File: src/hdl/psc_pkg.sv
// ============================================================================
// psc_pkg: shared types and constants of the palindromic substring counter
// Sizes of the cell row, the popcount groups and the running total, and the
// structs that travel between the cells, the tally stage and the top level.
// ============================================================================
package psc_pkg;

    // Longest string that is stored; later characters are dropped
    localparam int MAX_LEN    = 64;
    localparam int CHAR_W     = 8;
    localparam int TOTAL_W    = 12;
    localparam int CNT_W      = $clog2(MAX_LEN + 1);

    // Popcount is split into registered groups of eight cells
    localparam int GRP_SIZE   = 8;
    localparam int GRP_W      = $clog2(GRP_SIZE + 1);
    localparam int NUM_GRP    = (MAX_LEN + GRP_SIZE - 1) / GRP_SIZE;
    localparam int PAD_LEN    = NUM_GRP * GRP_SIZE;

    // Largest total the block can report
    localparam int FULL_TOTAL = MAX_LEN * (MAX_LEN + 1) / 2;
    localparam int TOTAL_MAX  = (2 ** TOTAL_W) - 1;
    localparam int TOTAL_CAP  = (FULL_TOTAL > TOTAL_MAX) ? TOTAL_MAX : FULL_TOTAL;

    typedef logic [CHAR_W-1:0]  t_char;
    typedef logic [TOTAL_W-1:0] t_total;
    typedef logic [CNT_W-1:0]   t_cnt;
    typedef logic [GRP_W-1:0]   t_grp_cnt;

    // What one cell shows its neighbors: write token and palindrome bit
    typedef struct packed {
        logic tok;
        logic pal;
    } t_link;

    // Broadcast to every cell for the current beat
    typedef struct packed {
        logic  take;
        logic  fresh;
        t_char chr;
    } t_cell_ctl;

    // One accepted beat on its way to the tally stage
    typedef struct packed {
        logic valid;
        logic took;
        logic last;
        logic ovf;
    } t_stage;

    // Result register contents
    typedef struct packed {
        logic   valid;
        t_total count;
        logic   ovf;
    } t_result;

endpackage

File: src/hdl/psc_in_if.sv
// ============================================================================
// psc_in_if: character input channel
// Valid/ready channel carrying one character and its end-of-string mark.
// ============================================================================
interface psc_in_if;
    import psc_pkg::*;

    logic  valid;
    logic  ready;
    t_char character;
    logic  is_last;

    modport source (output valid, output character, output is_last, input ready);
    modport sink   (input valid, input character, input is_last, output ready);

endinterface

File: src/hdl/psc_out_if.sv
// ============================================================================
// psc_out_if: result output channel
// Valid/ready channel carrying the palindrome count and the overflow flag.
// ============================================================================
interface psc_out_if;
    import psc_pkg::*;

    logic   valid;
    logic   ready;
    t_total palindrome_count;
    logic   overflow;

    modport source (output valid, output palindrome_count, output overflow, input ready);
    modport sink   (input valid, input palindrome_count, input overflow, output ready);

endinterface

File: src/hdl/psc_cell.sv
// ============================================================================
// psc_cell: one start position of the palindrome cell row
// Holds one stored character, a write token, a used flag and the palindrome
// bit for its start position; reads the token and bit of its upper neighbor.
// ============================================================================
module psc_cell (
    input  logic               i_clk,
    input  logic               i_rst_n,
    input  psc_pkg::t_cell_ctl i_ctl,
    input  logic               i_first,
    input  logic               i_lo_tok,
    input  psc_pkg::t_link     i_hi,
    output psc_pkg::t_link     o_link,
    output logic               o_hit
);
    import psc_pkg::*;

    t_char r_char;
    logic  r_tok;
    logic  r_used;
    logic  r_pal;

    logic  w_tok;
    logic  w_used;
    logic  w_pal;
    logic  w_same;
    logic  w_inner;
    logic  w_active;
    logic  n_pal;

    // Treat the cell as empty right after the end of a string
    assign w_tok  = i_ctl.fresh ? i_first : r_tok;
    assign w_used = i_ctl.fresh ? 1'b0 : r_used;
    assign w_pal  = i_ctl.fresh ? 1'b0 : r_pal;

    // New bit: ends match and the inner part is short or a palindrome
    assign w_same   = w_tok | (r_char == i_ctl.chr);
    assign w_inner  = w_tok | i_hi.tok | i_hi.pal;
    assign w_active = w_used | w_tok;
    assign n_pal    = w_active & w_same & w_inner;

    assign o_link.tok = w_tok;
    assign o_link.pal = w_pal;
    assign o_hit      = r_pal;

    // Store the character at the write position
    always_ff @(posedge i_clk) begin
        if (i_ctl.take && w_tok) begin
            r_char <= i_ctl.chr;
        end
    end

    // Advance the token and update the palindrome bit on a stored beat
    always_ff @(posedge i_clk) begin
        if (!i_rst_n) begin
            r_tok  <= 1'b0;
            r_used <= 1'b0;
            r_pal  <= 1'b0;
        end else if (i_ctl.take) begin
            r_tok  <= i_lo_tok;
            r_used <= w_active;
            r_pal  <= n_pal;
        end
    end

endmodule

File: src/hdl/psc_tally.sv
// ============================================================================
// psc_tally: popcount and running total
// Sums the palindrome bits in registered groups of eight, adds the group
// sums to the saturating running total and loads the result register.
// ============================================================================
module psc_tally (
    input  logic                         i_clk,
    input  logic                         i_rst_n,
    input  logic                         i_en,
    input  psc_pkg::t_stage              i_s1,
    input  logic [psc_pkg::MAX_LEN-1:0]  i_hits,
    output psc_pkg::t_result             o_res
);
    import psc_pkg::*;

    t_stage               r_s2;
    t_grp_cnt             r_part [NUM_GRP];
    t_total               r_total;
    t_result              r_res;

    logic [PAD_LEN-1:0]   w_pad;
    t_grp_cnt             w_part [NUM_GRP];
    t_cnt                 w_cnt;
    logic [TOTAL_W:0]     w_sum;
    t_total               w_next;

    // Mask the bits of a dropped beat and pad to whole groups
    assign w_pad = i_s1.took ? PAD_LEN'(i_hits) : '0;

    // Count each group of eight
    always_comb begin
        for (int g = 0; g < NUM_GRP; g++) begin
            w_part[g] = '0;
            for (int b = 0; b < GRP_SIZE; b++) begin
                w_part[g] = w_part[g] + GRP_W'(w_pad[g*GRP_SIZE + b]);
            end
        end
    end

    // Register the group sums
    always_ff @(posedge i_clk) begin
        if (i_en) begin
            r_part <= w_part;
        end
    end

    always_ff @(posedge i_clk) begin
        if (!i_rst_n) begin
            r_s2 <= '0;
        end else if (i_en) begin
            r_s2 <= i_s1;
        end
    end

    // Add the group sums to the total, saturating at full scale
    always_comb begin
        w_cnt = '0;
        for (int g = 0; g < NUM_GRP; g++) begin
            w_cnt = w_cnt + CNT_W'(r_part[g]);
        end
    end

    assign w_sum  = {1'b0, r_total} + (TOTAL_W + 1)'(w_cnt);
    assign w_next = w_sum[TOTAL_W] ? '1 : w_sum[TOTAL_W-1:0];

    // Update the total; restart it after the last beat of a string
    always_ff @(posedge i_clk) begin
        if (!i_rst_n) begin
            r_total <= '0;
        end else if (i_en && r_s2.valid) begin
            r_total <= r_s2.last ? '0 : w_next;
        end
    end

    // Load the result register on the last beat of a string
    always_ff @(posedge i_clk) begin
        if (!i_rst_n) begin
            r_res.valid <= 1'b0;
        end else if (i_en) begin
            r_res.valid <= r_s2.valid & r_s2.last;
            if (r_s2.valid && r_s2.last) begin
                r_res.count <= w_next;
                r_res.ovf   <= r_s2.ovf;
            end
        end
    end

    assign o_res = r_res;

    // A result appears only after a last beat left the group stage
    a_res_from_last: assert property (@(posedge i_clk) disable iff (!i_rst_n)
        $rose(r_res.valid) |-> $past(r_s2.valid && r_s2.last))
        else $error("result without a last beat");

    // The reported count never exceeds the most a full string can hold
    a_count_bound: assert property (@(posedge i_clk) disable iff (!i_rst_n)
        r_res.valid |-> (r_res.count <= TOTAL_W'(TOTAL_CAP)))
        else $error("palindrome count beyond bound");

    // The running total stays within the same bound
    a_total_bound: assert property (@(posedge i_clk) disable iff (!i_rst_n)
        r_total <= TOTAL_W'(TOTAL_CAP))
        else $error("running total beyond bound");

endmodule

File: src/hdl/palindromic_substring_counter_core.sv
// ============================================================================
// palindromic_substring_counter_core: streaming palindromic substring count
// Row of cells, one per start position, followed by a popcount/total stage.
// ============================================================================
// The block takes one character per cycle and reports, for each string, the
// number of its palindromic substrings after the beat that carries is_last:
// the cell row updates its palindrome bits, the group sums are registered,
// and the total is loaded into the result register. Each cell compares its
// stored character with the new one and reads the bit of its neighbor, so
// the row takes a new character on every accepted beat. Input is stalled
// only while a result waits in the output register and the sink does not
// take it. Up to MAX_LEN (64) characters are stored; further characters of
// the same string are dropped and set the overflow flag of its result.
// The next string may start in the cycle right after a last character.
module palindromic_substring_counter_core (
    input  logic       i_clk,
    input  logic       i_rst_n,
    psc_in_if.sink     i_in,
    psc_out_if.source  o_out
);
    import psc_pkg::*;

    logic               r_fresh;
    logic               r_full;
    logic               r_ovf;
    t_stage             r_s1;

    logic               w_en;
    logic               w_acc;
    logic               w_full;
    logic               w_ovf;
    logic               w_take;
    t_cell_ctl          w_ctl;
    t_link              w_link [MAX_LEN];
    logic [MAX_LEN-1:0] w_hit;
    logic [MAX_LEN-1:0] w_tok;
    t_result            w_res;

    // Advance the whole pipe unless a result is stuck in the output register
    assign w_en       = !w_res.valid || o_out.ready;
    assign i_in.ready = w_en;
    assign w_acc      = i_in.valid & w_en;

    // Forget the previous string right after its last beat
    assign w_full = !r_fresh & r_full;
    assign w_ovf  = !r_fresh & r_ovf;
    assign w_take = w_acc & !w_full;

    assign w_ctl.take  = w_take;
    assign w_ctl.fresh = r_fresh;
    assign w_ctl.chr   = i_in.character;

    // Build the cell row; tokens move up, palindrome bits are read downward
    for (genvar j = 0; j < MAX_LEN; j++) begin : g_cell
        t_link w_hi;
        logic  w_lo_tok;

        if (j == MAX_LEN - 1) begin : g_top
            assign w_hi = '0;
        end else begin : g_mid
            assign w_hi = w_link[j+1];
        end

        if (j == 0) begin : g_bot
            assign w_lo_tok = 1'b0;
        end else begin : g_up
            assign w_lo_tok = w_link[j-1].tok;
        end

        psc_cell u_cell (
            .i_clk    (i_clk),
            .i_rst_n  (i_rst_n),
            .i_ctl    (w_ctl),
            .i_first  ((j == 0) ? 1'b1 : 1'b0),
            .i_lo_tok (w_lo_tok),
            .i_hi     (w_hi),
            .o_link   (w_link[j]),
            .o_hit    (w_hit[j])
        );

        assign w_tok[j] = w_link[j].tok;
    end

    // Track end of string, a full row and dropped characters
    always_ff @(posedge i_clk) begin
        if (!i_rst_n) begin
            r_fresh <= 1'b1;
            r_full  <= 1'b0;
            r_ovf   <= 1'b0;
        end else if (w_acc) begin
            r_fresh <= i_in.is_last;
            r_full  <= w_full | (w_take & w_link[MAX_LEN-1].tok);
            r_ovf   <= w_ovf | w_full;
        end
    end

    // Hand the beat to the tally stage
    always_ff @(posedge i_clk) begin
        if (!i_rst_n) begin
            r_s1 <= '0;
        end else if (w_en) begin
            r_s1.valid <= w_acc;
            r_s1.took  <= w_take;
            r_s1.last  <= i_in.is_last;
            r_s1.ovf   <= w_ovf | w_full;
        end
    end

    psc_tally u_tally (
        .i_clk   (i_clk),
        .i_rst_n (i_rst_n),
        .i_en    (w_en),
        .i_s1    (r_s1),
        .i_hits  (w_hit),
        .o_res   (w_res)
    );

    assign o_out.valid            = w_res.valid;
    assign o_out.palindrome_count = w_res.count;
    assign o_out.overflow         = w_res.ovf;

    // At most one cell holds the write token
    a_tok_onehot: assert property (@(posedge i_clk) disable iff (!i_rst_n)
        $onehot0(w_tok))
        else $error("more than one write token");

    // A full row has no write position left
    a_full_no_tok: assert property (@(posedge i_clk) disable iff (!i_rst_n)
        (!r_fresh && r_full) |-> (w_tok == '0))
        else $error("write token present in a full row");

    // A dropped beat that is not the last marks the string as overflowed
    a_drop_ovf: assert property (@(posedge i_clk) disable iff (!i_rst_n)
        (w_acc && w_full && !i_in.is_last) |=> (r_ovf && !r_fresh))
        else $error("dropped character without overflow");

endmodule

File: src/flat_wrapper.sv
// flat-port wrapper written by rule: the top's interface ports become plain ports
module palindromic_substring_counter_core_flat import psc_pkg::*;
  (i_clk, i_rst_n, i_in_valid, i_in_character, i_in_is_last, i_in_ready, o_out_valid, o_out_palindrome_count, o_out_overflow, o_out_ready);
  psc_in_if i_in_i ();
  psc_out_if o_out_i ();
  input  logic i_clk;
  input  logic i_rst_n;
  input wire logic [$bits(i_in_i.valid)-1:0] i_in_valid;
  input wire logic [$bits(i_in_i.character)-1:0] i_in_character;
  input wire logic [$bits(i_in_i.is_last)-1:0] i_in_is_last;
  output wire logic [$bits(i_in_i.ready)-1:0] i_in_ready;
  output wire logic [$bits(o_out_i.valid)-1:0] o_out_valid;
  output wire logic [$bits(o_out_i.palindrome_count)-1:0] o_out_palindrome_count;
  output wire logic [$bits(o_out_i.overflow)-1:0] o_out_overflow;
  input wire logic [$bits(o_out_i.ready)-1:0] o_out_ready;
  assign i_in_i.valid = i_in_valid;
  assign i_in_i.character = i_in_character;
  assign i_in_i.is_last = i_in_is_last;
  assign i_in_ready = i_in_i.ready;
  assign o_out_valid = o_out_i.valid;
  assign o_out_palindrome_count = o_out_i.palindrome_count;
  assign o_out_overflow = o_out_i.overflow;
  assign o_out_i.ready = o_out_ready;
  palindromic_substring_counter_core u_core (.i_clk(i_clk), .i_rst_n(i_rst_n), .i_in(i_in_i), .o_out(o_out_i));
endmodule
File: config.mk
export PLATFORM = sky130hd
export DESIGN_NAME = palindromic_substring_counter_core_flat
export DESIGN_NICKNAME = d
export VERILOG_FILES = /design/src/hdl/psc_pkg.sv /design/src/hdl/psc_in_if.sv /design/src/hdl/psc_out_if.sv /design/src/hdl/psc_cell.sv /design/src/hdl/psc_tally.sv /design/src/hdl/palindromic_substring_counter_core.sv /design/src/flat_wrapper.sv
export SDC_FILE = /design/constraint.sdc
export NUM_CORES = 1
export LEC_CHECK = 0
export BUFFER_PORTS_ARGS = -buffer_cell sky130_fd_sc_hd__buf_2
export CAP_MARGIN = 10
export CORE_MARGIN = 2
export CORE_UTILIZATION = 45
export CTS_CLUSTER_DIAMETER = 60
export DETAILED_ROUTE_END_ITERATION = 8
export MAX_ROUTING_LAYER = met4
export PLACE_DENSITY = 0.66
export SLEW_MARGIN = 20
export SYNTH_ARGS = -nofsm -noshare
export SYNTH_HDL_FRONTEND = slang
export SYNTH_SLANG_ARGS = --single-unit
File: constraint.sdc
create_clock -name i_clk -period 9.4 [get_ports i_clk]
set_input_delay 2.82 -clock i_clk [delete_from_list [all_inputs] [get_ports i_clk]]
set_output_delay 2.82 -clock i_clk [all_outputs]
set_load 0.03 [all_outputs]
==> reports/summary.txt, run 1 <==
final clock skew: 0.0217 ns
synthesis-stage register bit count: 762
height of the die: 275 µm
RSZ-0062 raised after global routing: false
VDD IR-drop max: 0.000136 V
Final Max Tran Viols: 0
CP delay by family, top: buffers and inverters
synthesized area: 0.0330 mm²
post-synthesis mux area share: 0.0682%
final setup fails: 0
CTS tree: yes
final antenna-violating net count: 0
TritonCTS buffer count: 77
reg2reg start: u_core.u_tally.r_part[2]
number of synthesized flops with an enable pin: 549
layout cell share with drive strength beyond 1: 6.82%
slew of the pin with the lowest slew margin: 1.11 ns
drt via density: 5.26
Unique masters post-synth: 51
crit-path max FO: 46
Post-layout nets: 2639
slowest cell on the critical path: inv_2
count of final hold-check violations: 0
Setup crit start: o_out_ready
Initial Util: 45.3%
register area share after synthesis: 62.9%
Tmin final: 7.13 ns
ys async rst share: 0%
1st-pass router iterations: 5
Post-synth top cells: 549 x edfxtp_1, 443 x xor2_1, 306 x nand2_1
Area Overhead vs Synth: 10.6%
Placer Congestion: 0.802
synth warn: 0
Setup TNS: 0 ns
Clock Path Buffers: 3
CP Data Required Time: 6.58 ns
Critical path buffers and inverters: 3
Clock Tree Root: clkbuf_16
Worst Hold Class: flop to flop
Synth Area per Inst: 13.0 µm²
total length of routed wires: 66100 µm
Post-Syn Nets: 2639
Hold Path Stages: 0
PortBufs: 27
hold_sp: u_core.u_tally.r_s2[0]
largest cells by area after synthesis: edfxtp_1 50%, dfxtp_1 13%, xor2_1 12%
area share of the leading cell type in the synthesized netlist: 50.0%
Post-Place Setup Slack: 2.28 ns
CTS sink cnt: 762
die width: 275 µm
period utilisation layout: 75.9%
Leak: 0.0131 µW
Worst Setup End Kind: output pin
I/O pins: 28
largest family of logic cells by synthesized area: XOR/XNOR gates
worst reg2reg path depth: 15
Syn Inst Count: 2530
vias after detailed routing: 18689
Tot Pwr: 6890 µW
placed insts: 3410
WL/cell: 18.6 µm
initial antenna violation count: 0
post-CTS setup repair buffer count: 0
later-pin clock latency in the skew report: 0.63 ns
vias in the first global route: 19341
die area: 0.0755 mm²
antenna cells: 0
largest net degree at the start of global routing: 99
DRC errors left: 0
most common cell in the synthesized netlist: edfxtp_1
Core Footprint: 0.0728 mm²
CP arrival: 4.31 ns
DP HPWL: 36600 µm
final setup margin: 2.27 ns
Synth Area in Compound Gates: 7.65%
Post-Synth XOR/XNOR Area: 13.6%
Non-Filler Instances: 3553
maxcap violations: 0
first-pass GRT wire length: 106000 µm
post-synth top area cell: edfxtp_1
Post-CTS Hold Buffers: 0
Synth Flop Type: edfxtp_1
total global-route track usage: 18.4%
worst-path cell chain: buf_2 > nor2b_1 > inv_2 > buf_2
pwr dens: 189 mW/mm²
status: finished clean
site row count: 99
post-CTS sizing: 0
critical path class: primary input to output pin
post-synthesis simple-gate area fraction: 7.39%
most used cell, CP: buf_2
Max Clock Freq: 140 MHz
synthesized-area fraction occupied by adder cells: 4.98%
Max stage delay on crit path: 0.55 ns
CTS clock-pin slew for the worst setup and hold paths: 0.06 ns
Congestion Overflow GR: 0
H-tree depth: 3
final hold slack: 0.433 ns
CP Launch Type: primary input
Worst slew margin: 25.7%
initial drt markers: 1105
cell depth of the worst setup path: 4
## power by group
group          internal (µW)  switching [µW]
logic                   74.3             205
clock network           1730            1280
registers               3600            4.31
total                   5400            1490
## cells by family (layout without fill, tap and decap cells)
logic type	after synthesis	in the layout
muxes	2	2
xor gates and xnor gates	514	514
and+or+nand+nor	516	516
adders and majority gates	96	96
AOI/OAI and AO/OA	371	371
DFF	762	762
buffers and inverters	269	333
## path summary, 6_finish.rpt
check	slack [ns]	end
min	0.43	u_core.u_tally.o_res[0]
max reg2reg	4.49	u_core.u_tally.r_total[1]
max	2.27	i_in_ready
min reg2reg	0.43	u_core.u_tally.o_res[0]
## cell type report
cell class,count,area (µm²)
Fill cell,6183,36300
Sequential cell,762,20800
Multi-Input combinational cell,1499,11200
Clock buffer,98,2050
Tap cell,959,1200
Inverter,145,544
Clock inverter,45,449
Timing Repair Buffer,45,335
## worst register-to-register path, delay by kind of cell (launching register included)
family                     cells  cell delay (ns)
DFF                            1             0.32
AOI/OAI and AO/OA              3             0.86
adders and majority gates      6             2.75
and+or+nand+nor                2             0.64
buffers and inverters          4             0.21
## cell usage in the layout (no fill, tap or decap), drive strengths merged, types with 2 or more instances in the layout
cell,count
nor4,125
buf,45
a21oi,74
bufinv,6
o21ai,72
nor3,6
a211oi,5
dfxtp,213
a21o,2
a41oi,62
o21a,4
nand4,3
a21boi,133
edfxtp,549
nor2,9
ha,37
clkinv,29
and3,2
clkbuf,98
o31ai,2
nor2b,10
nand2b,7
or2,3
xor2,443
a22o,7
fa,59
a31oi,3
mux2,2
and2,35
xnor2,71
nand3,5
nand2,306
clkinvlp,4
inv,151
## metrics by stage
step / utilization, % / area, µm²
after floorplan: - / 33000
after global placement: 46.7 / 34000
after detailed placement: 46.7 / 34000
after CTS: 50.1 / 36500
after global routing: 50.1 / 36500
final: 50.1 / 36500
## state kept, by name, summed over array words and instances (netlist names)
name,flops
u_core.r_fresh,1
u_core.r_ovf,1
u_core.u_tally.r_s2,3
u_core.u_tally.r_total,12
u_core.g_cell.u_cell.r_tok,63
u_core.g_cell.u_cell.o_hit,64
u_core.g_cell.u_cell.r_char,504
u_core.u_tally.o_res,14
u_core.u_tally.r_part,32
u_core.r_full,1
u_core.r_s1,4
u_core.g_cell.u_cell.r_used,63
## layer usage
metal | up-vias | wire length, µm | track usage (%)
met5 | - | 0 | -
met1 | 9355 | 31000 | 24.3
li1 | 8862 | - | -
met3 | 118 | 2680 | 3.02
met4 | 0 | 1420 | 4.94
met2 | 354 | 31000 | 29.5
Power figures use the tool's default switching activity.
==> run 2: changes to the inputs <==
PLACE_DENSITY = 0.68   (was 0.66)
clock period = 5.7 ns   (was 9.4 ns; I/O delays follow)
==> run 2 against run 1 <==
  * The run now fails in 5_2_route
  * Synthesized cell count unchanged
  * Global-route usage increased by 0.40 points
  * Area after synthesis unchanged
==> reports/summary.txt, run 2 <==
CTS sink cnt: 762
initial antenna violation count: 1
number of synthesized flops with an enable pin: 549
synthesis-stage register bit count: 762
Congestion Overflow GR: 0
Post-Syn Nets: 2639
Clock Path Buffers: 3
status: did not finish
synth warn: 0
Syn Inst Count: 2530
area share of the leading cell type in the synthesized netlist: 50.0%
post-CTS setup repair buffer count: 0
I/O pins: 28
TritonCTS buffer count: 80
synthesized area: 0.0330 mm²
post-synth top area cell: edfxtp_1
Initial Util: 45.3%
post-CTS sizing: 0
Unique masters post-synth: 51
Post-synth top cells: 549 x edfxtp_1, 443 x xor2_1, 306 x nand2_1
Post-CTS Hold Buffers: 0
Err: [ERROR DRT-0255] Maze Route cannot find path of net i_clk in worker of routeBox ( 241500 0 ) ( 274800 48300 ).
largest cells by area after synthesis: edfxtp_1 50%, dfxtp_1 13%, xor2_1 12%
Placer Congestion: 0.806
register area share after synthesis: 62.9%
vias in the first global route: 19658
die width: 275 µm
total global-route track usage: 18.8%
DP HPWL: 39100 µm
height of the die: 275 µm
Synth Area per Inst: 13.0 µm²
Clock Tree Root: clkbuf_16
Synth Flop Type: edfxtp_1
largest net degree at the start of global routing: 76
most common cell in the synthesized netlist: edfxtp_1
last stage reached: 5_2_route
ys async rst share: 0%
H-tree depth: 3
first-pass GRT wire length: 108000 µm
PortBufs: 27
site row count: 99
==> run 2: cell counts after synthesis <==
Identical to the previous run, type by type.
==> run 2: through the flow <==
| stage | worst slack [ns] | hold WS [ns] | area, µm² | instances |
|---|---|---|---|---|
| floorplan | 1.27 | 0.408 | 33000 | 2530 |
| global placement | 0.831 | 0.432 | 34200 | 3424 |
| detailed placement | 0.848 | 0.446 | 34200 | 3424 |
| CTS | 0.824 | 0.458 | 37000 | 3573 |
| global route | 0.576 | 0.459 | 37000 | 3573 |
==> run 2: per-layer routing <==
layer,track usage [%]
met1,24.5
met2,30.7
met3,2.76
met4,5.15
met5,-
==> run 2: cells by family after synthesis <==
logic type,Yosys count,synth area share [%]
simple gates,516,7.39
buf+inv,269,3.38
fa+ha+maj,96,4.98
mux,2,0.0682
flops,762,62.9
compound gates,371,7.65
xor+xnor,514,13.6
==> run 3: changes to the inputs <==
CORE_UTILIZATION = 30   (was 45)
CTS_CLUSTER_DIAMETER = default   (was 60)
MAX_ROUTING_LAYER = default   (was met4)
PLACE_DENSITY = default   (was 0.68)
PLACE_DENSITY_LB_ADDON = 0.15   (was default)
clock period = 7.41 ns   (was 5.7 ns; I/O delays follow)
==> run 3 against run 2 <==
  * The flow now finishes without violations
  * Global-route usage fell by 5.2 points
==> reports/summary.txt, run 3 (synthesis results as in run 1) <==
status: finished clean
RSZ-0062 raised after global routing: false
I/O pins: 28
initial drt markers: 937
layout cell share with drive strength beyond 1: 7.60%
final setup margin: 2.11 ns
Setup TNS: 0 ns
VDD IR-drop max: 0.000153 V
Max Clock Freq: 189 MHz
die width: 336 µm
design area: 0.0374 mm²
Initial Util: 30.3%
PortBufs: 27
Reg area: 0.0208 mm²
Core Footprint: 0.109 mm²
WL/cell: 18.7 µm
Post-Place Setup Slack: 2.03 ns
drt via density: 4.61
Clock Path Buffers: 3
Post-DP Area: 0.0347 mm²
Worst Setup End Kind: output pin
total global-route track usage: 13.6%
post-CTS sizing: 0
slowest cell on the critical path: nor2b_1
Largest Register: u_core.g_cell.u_cell.r_char
H-tree depth: 3
largest net degree at the start of global routing: 79
final antenna-violating net count: 0
commonest non-fill, non-tap cell in the layout: edfxtp_1
count of final hold-check violations: 0
CTS sink cnt: 762
crit-path max FO: 9
CP Data Required Time: 5.19 ns
antenna cells: 0
Worst slew margin: 30.3%
period utilisation layout: 71.6%
initial antenna violation count: 1
post-CTS setup repair buffer count: 0
DP HPWL: 43300 µm
Leak: 0.0133 µW
Congestion Overflow GR: 0
Post-layout nets: 2655
worst-path cell chain: buf_2 > nor2b_1 > inv_2 > buf_2
vias in the first global route: 19301
pwr dens: 242 mW/mm²
Worst Hold Class: flop to flop
total length of routed wires: 75600 µm
Placer Congestion: 0.735
CP Launch Type: primary input
site row count: 121
TritonCTS buffer count: 86
vias after detailed routing: 18577
CTS tree: yes
Tmin final: 5.30 ns
final hold slack: 0.458 ns
later-pin clock latency in the skew report: 0.65 ns
die area: 0.113 mm²
critical path class: primary input to output pin
slew of the pin with the lowest slew margin: 1.05 ns
Layout fillers: 10596
DRC errors left: 0
CP arrival: 3.08 ns
maxcap violations: 0
Post-CTS Hold Buffers: 0
first-pass GRT wire length: 118000 µm
Clock Tree Root: clkbuf_16
area of the multi-input gates: 0.0112 mm²
Area Overhead vs Synth: 13.5%
final clock skew: 0.0295 ns
most used cell, CP: buf_2
final setup fails: 0
Tot Pwr: 9070 µW
commonest cells after routing, fill and taps aside: 549 x edfxtp_1, 443 x xor2_1, 305 x nand2_1
1st-pass router iterations: 5
height of the die: 336 µm
Final Max Tran Viols: 0
Max stage delay on crit path: 0.48 ns
max reg flops: 504
CTS clock-pin slew for the worst setup and hold paths: 0.06 ns
[run 3: worst paths after layout]
check | start | end | slack (ns) | depth (start not counted)
min | u_core.g_cell[1].u_cell.r_used | u_core.g_cell[1].u_cell.r_used | 0.46 | 2
max reg2reg | u_core.u_tally.r_part[14] | u_core.u_tally.r_total[1] | 2.48 | 13
max | o_out_ready | i_in_ready | 2.11 | 4
min reg2reg | u_core.g_cell[1].u_cell.r_used | u_core.g_cell[1].u_cell.r_used | 0.46 | 2
[run 3: area by class of cell]
cell class	count	share of cell area, %
sequential	762	55.4
multi-input combinational	1499	29.8
clock buffer	124	6.53
tap	1414	4.73
inverter	145	1.45
timing repair buffer	52	1.17
clock inverter	38	0.866
[run 3: where the power goes]
group / switching, µW / total (µW) / leakage [µW] / internal [µW]
combinational: 270 / 369 / 0.00520 / 99.5
clock: 1720 / 4120 / 0.00136 / 2410
sequential: 7.16 / 4580 / 0.00676 / 4570
total: 1990 / 9070 / 0.0133 / 7080
[run 3: per-layer routing]
metal	vias to the layer above	share of wire [%]	GRT usage [%]
li1	8903	-	-
met1	9304	48	18.4
met2	255	47	22.5
met3	115	3.1	2.14
met4	0	2.2	3.86
met5	-	0	0
[run 3: through the flow]
stage                     util [%]  instances
final                         34.3       4034
after global routing          34.3       4034
after CTS                     34.3       4034
after detailed placement      31.8       3872
after global placement        31.8       3872
after floorplan                  -       2530
[run 3: worst max-delay path: cells and delay by family]
kind / cells / cell delay, ns
buffers and inverters: 3 / 0.38
and+or+nand+nor: 1 / 0.48
==> run 4: changes to the inputs <==
ABC_AREA = 1   (was default)
clock period = 4.3 ns   (was 7.41 ns; I/O delays follow)
==> run 4 against run 3 <==
  * Register-to-register slack got worse by 2.3 ns
  * Utilization is 0.18 points higher
  * Critical path depth grew 15
  * Total power rose by 77%
  * Die area grew 2.2%
  * Routed wire length increased by 17%
  * Critical endpoint is now u_core.u_tally.r_total[9]
==> reports/summary.txt, run 4 <==
status: finished clean
DRC errors left: 0
Placer Congestion: 0.746
count of final hold-check violations: 0
CTS sink cnt: 762
RSZ-0062 raised after global routing: true
later-pin clock latency in the skew report: 0.65 ns
Post-synth top cells: 686 x nand2_1, 549 x edfxtp_1, 337 x nor2_1
critical path class: flop to flop
CP Launch Type: flop
Initial Util: 30.1%
Synth Flop Type: edfxtp_1
Worst slew margin: 33.0%
final hold slack: 0.442 ns
Tot Pwr: 16000 µW
height of the die: 339 µm
Post-Syn Nets: 3292
initial antenna violation count: 2
slew of the pin with the lowest slew margin: 1.01 ns
largest net degree at the start of global routing: 111
reg2reg start: u_core.u_tally.r_part[2]
TritonCTS buffer count: 88
largest cells by area after synthesis: edfxtp_1 49%, dfxtp_1 13%, nand2_1 7.6%
number of synthesized flops with an enable pin: 549
Clock Path Buffers: 3
maxcap violations: 0
Worst Setup End Kind: flop
commonest non-fill, non-tap cell in the layout: nand2_1
CTS clock-pin slew for the worst setup and hold paths: 0.06 ns
reg-to-reg slack, setup: 0.23 ns
DP HPWL: 53000 µm
die width: 339 µm
H-tree depth: 3
Setup crit start: u_core.u_tally.r_part[2]
final clock skew: 0.0333 ns
initial drt markers: 1327
design area: 0.0387 mm²
CP Data Required Time: 4.79 ns
Core Footprint: 0.112 mm²
vias in the first global route: 22037
ys async rst share: 0%
synth warn: 0
max reg flops: 504
drt via density: 4.61
site row count: 123
Leak: 0.0149 µW
slowest cell on the critical path: fa_1
Area Overhead vs Synth: 14.7%
Post-DP Area: 0.0358 mm²
first-pass GRT wire length: 136000 µm
Tmin final: 4.07 ns
layout cell share with drive strength beyond 1: 7.59%
Max Clock Freq: 246 MHz
total length of routed wires: 88800 µm
Post-layout nets: 3314
Clock Tree Root: clkbuf_16
synthesized area: 0.0337 mm²
synthesis-stage register bit count: 762
Setup TNS: 0 ns
worst reg2reg path depth: 19
CP arrival: 4.56 ns
pwr dens: 415 mW/mm²
post-synth top area cell: edfxtp_1
final antenna-violating net count: 0
I/O pins: 28
WL/cell: 18.6 µm
Unique masters post-synth: 36
Critical path destination: u_core.u_tally.r_total[9]
most common cell in the synthesized netlist: nand2_1
1st-pass router iterations: 5
Max stage delay on crit path: 0.54 ns
final setup fails: 0
CTS tree: yes
antenna cells: 0
register area share after synthesis: 61.5%
area share of the leading cell type in the synthesized netlist: 48.9%
commonest cells after routing, fill and taps aside: 685 x nand2_1, 549 x edfxtp_1, 337 x nor2_1
Worst Hold Class: flop to flop
period utilisation layout: 94.7%
post-CTS setup repair buffer count: 0
total global-route track usage: 15.3%
crit-path max FO: 5
vias after detailed routing: 22032
worst reg2reg endpoint: u_core.u_tally.r_total[9]
die area: 0.115 mm²
PortBufs: 27
Syn Inst Count: 3183
Congestion Overflow GR: 0
VDD IR-drop max: 0.000234 V
Largest Register: u_core.g_cell.u_cell.r_char
Final Max Tran Viols: 0
Synth Area per Inst: 10.6 µm²
worst-path cell chain: inv_1 > fa_1 > inv_1 > fa_1 > fa_1 > inv_1 > fa_1 > inv_1 > ha_2 > fa_2 > nand3_1 > nand2_1 > nand2_1 > o21ai_2 > nand2_2 > buf_6 > nand3_1 > nand2_1 > a21oi_1
==> run 4: changes by cell type in the layout (fill, tap and decap cells not counted), moves of 62 or more <==
| cell | change |
|---|---|
| xor2_1 | -272 |
| a21oi_1 | +133 |
| nor4_1 | -125 |
| a21boi_0 | -124 |
| a41oi_1 | -62 |
| nand2_1 | +380 |
| nor2_1 | +328 |
| o22ai_1 | +62 |
| nand3_1 | +137 |
| inv_1 | +62 |
| o21ai_0 | +96 |
==> run 4: worst min path at each step <==
stage / from / end / slack, ns / cells past startpoint
final: u_core.u_tally.r_s2[0] / u_core.u_tally.o_res[0] / 0.44 / 0
after global routing: u_core.u_tally.r_s2[0] / u_core.u_tally.o_res[0] / 0.45 / 0
after CTS: u_core.u_tally.r_s2[0] / u_core.u_tally.o_res[0] / 0.45 / 0
after detailed placement: u_core.u_tally.r_s2[0] / u_core.u_tally.o_res[0] / 0.43 / 0
after global placement: u_core.u_tally.r_s2[0] / u_core.u_tally.o_res[0] / 0.43 / 0
after floorplan: u_core.u_tally.r_s2[0] / u_core.u_tally.o_res[0] / 0.41 / 0
==> run 4: layout make-up <==
class / instances / area, µm²
Fill cell: 11393 / 73400
Sequential cell: 762 / 20800
Multi-Input combinational cell: 2040 / 11500
Clock buffer: 139 / 2630
Tap cell: 1500 / 1880
Timing Repair Buffer: 94 / 877
Inverter: 219 / 847
Clock inverter: 26 / 226
==> run 4: timing repair <==
action,in CTS,in global routing
hold buffers,0,0
pin swaps,2,4
gates resized for setup,0,8
setup endpoints to repair,3,23
hold endpoints to repair,0,0
==> run 4: cell families (layout without fill, tap and decap cells) <==
logic type | count (synthesis) | after routing | share of synthesized area, %
compound gates | 560 | 560 | 9.96
xor+xnor | 201 | 201 | 5.22
fa+ha+maj | 96 | 96 | 4.87
buf+inv | 381 | 478 | 4.57
flops | 762 | 762 | 61.5
simple gates | 1183 | 1183 | 13.9
==> run 4: worst max-delay path: cells and delay by family (launching register included) <==
family	cells	cell delay [ns]
adders and majority gates	6	2.64
and+or+nand+nor	6	0.51
buffers and inverters	5	0.32
DFF	1	0.31
AOI/OAI and AO/OA	2	0.13
==> run 4: where the power goes <==
group / total [µW] / internal [µW] / switching [µW] / leakage, µW
combinational: 761 / 187 / 574 / 0.00674
clock: 7390 / 4380 / 3020 / 0.00139
sequential: 7880 / 7870 / 10.6 / 0.00677
==> run 4: stage by stage <==
| step | cells | util [%] | setup WS (ns) |
|---|---|---|---|
| 6_report | 4780 | 34.5 | 0.228 |
| 2_1_floorplan | 3183 | - | 0.200 |
| 3_5_place_dp | 4615 | 32.0 | -0.0231 |
| 4_1_cts | 4780 | 34.5 | 0.0115 |
| 3_3_place_gp | 4615 | 32.0 | -0.0107 |
| 5_1_grt | 4780 | 34.5 | -0.00230 |
==> run 4: routing by layer <==
layer | up-vias | global-route usage, % | wire length (µm)
li1 | 10931 | - | -
met1 | 10674 | 20.9 | 42400
met2 | 309 | 25.7 | 41800
met3 | 118 | 1.99 | 2790
met4 | 0 | 4.27 | 1720
met5 | - | 0 | 0
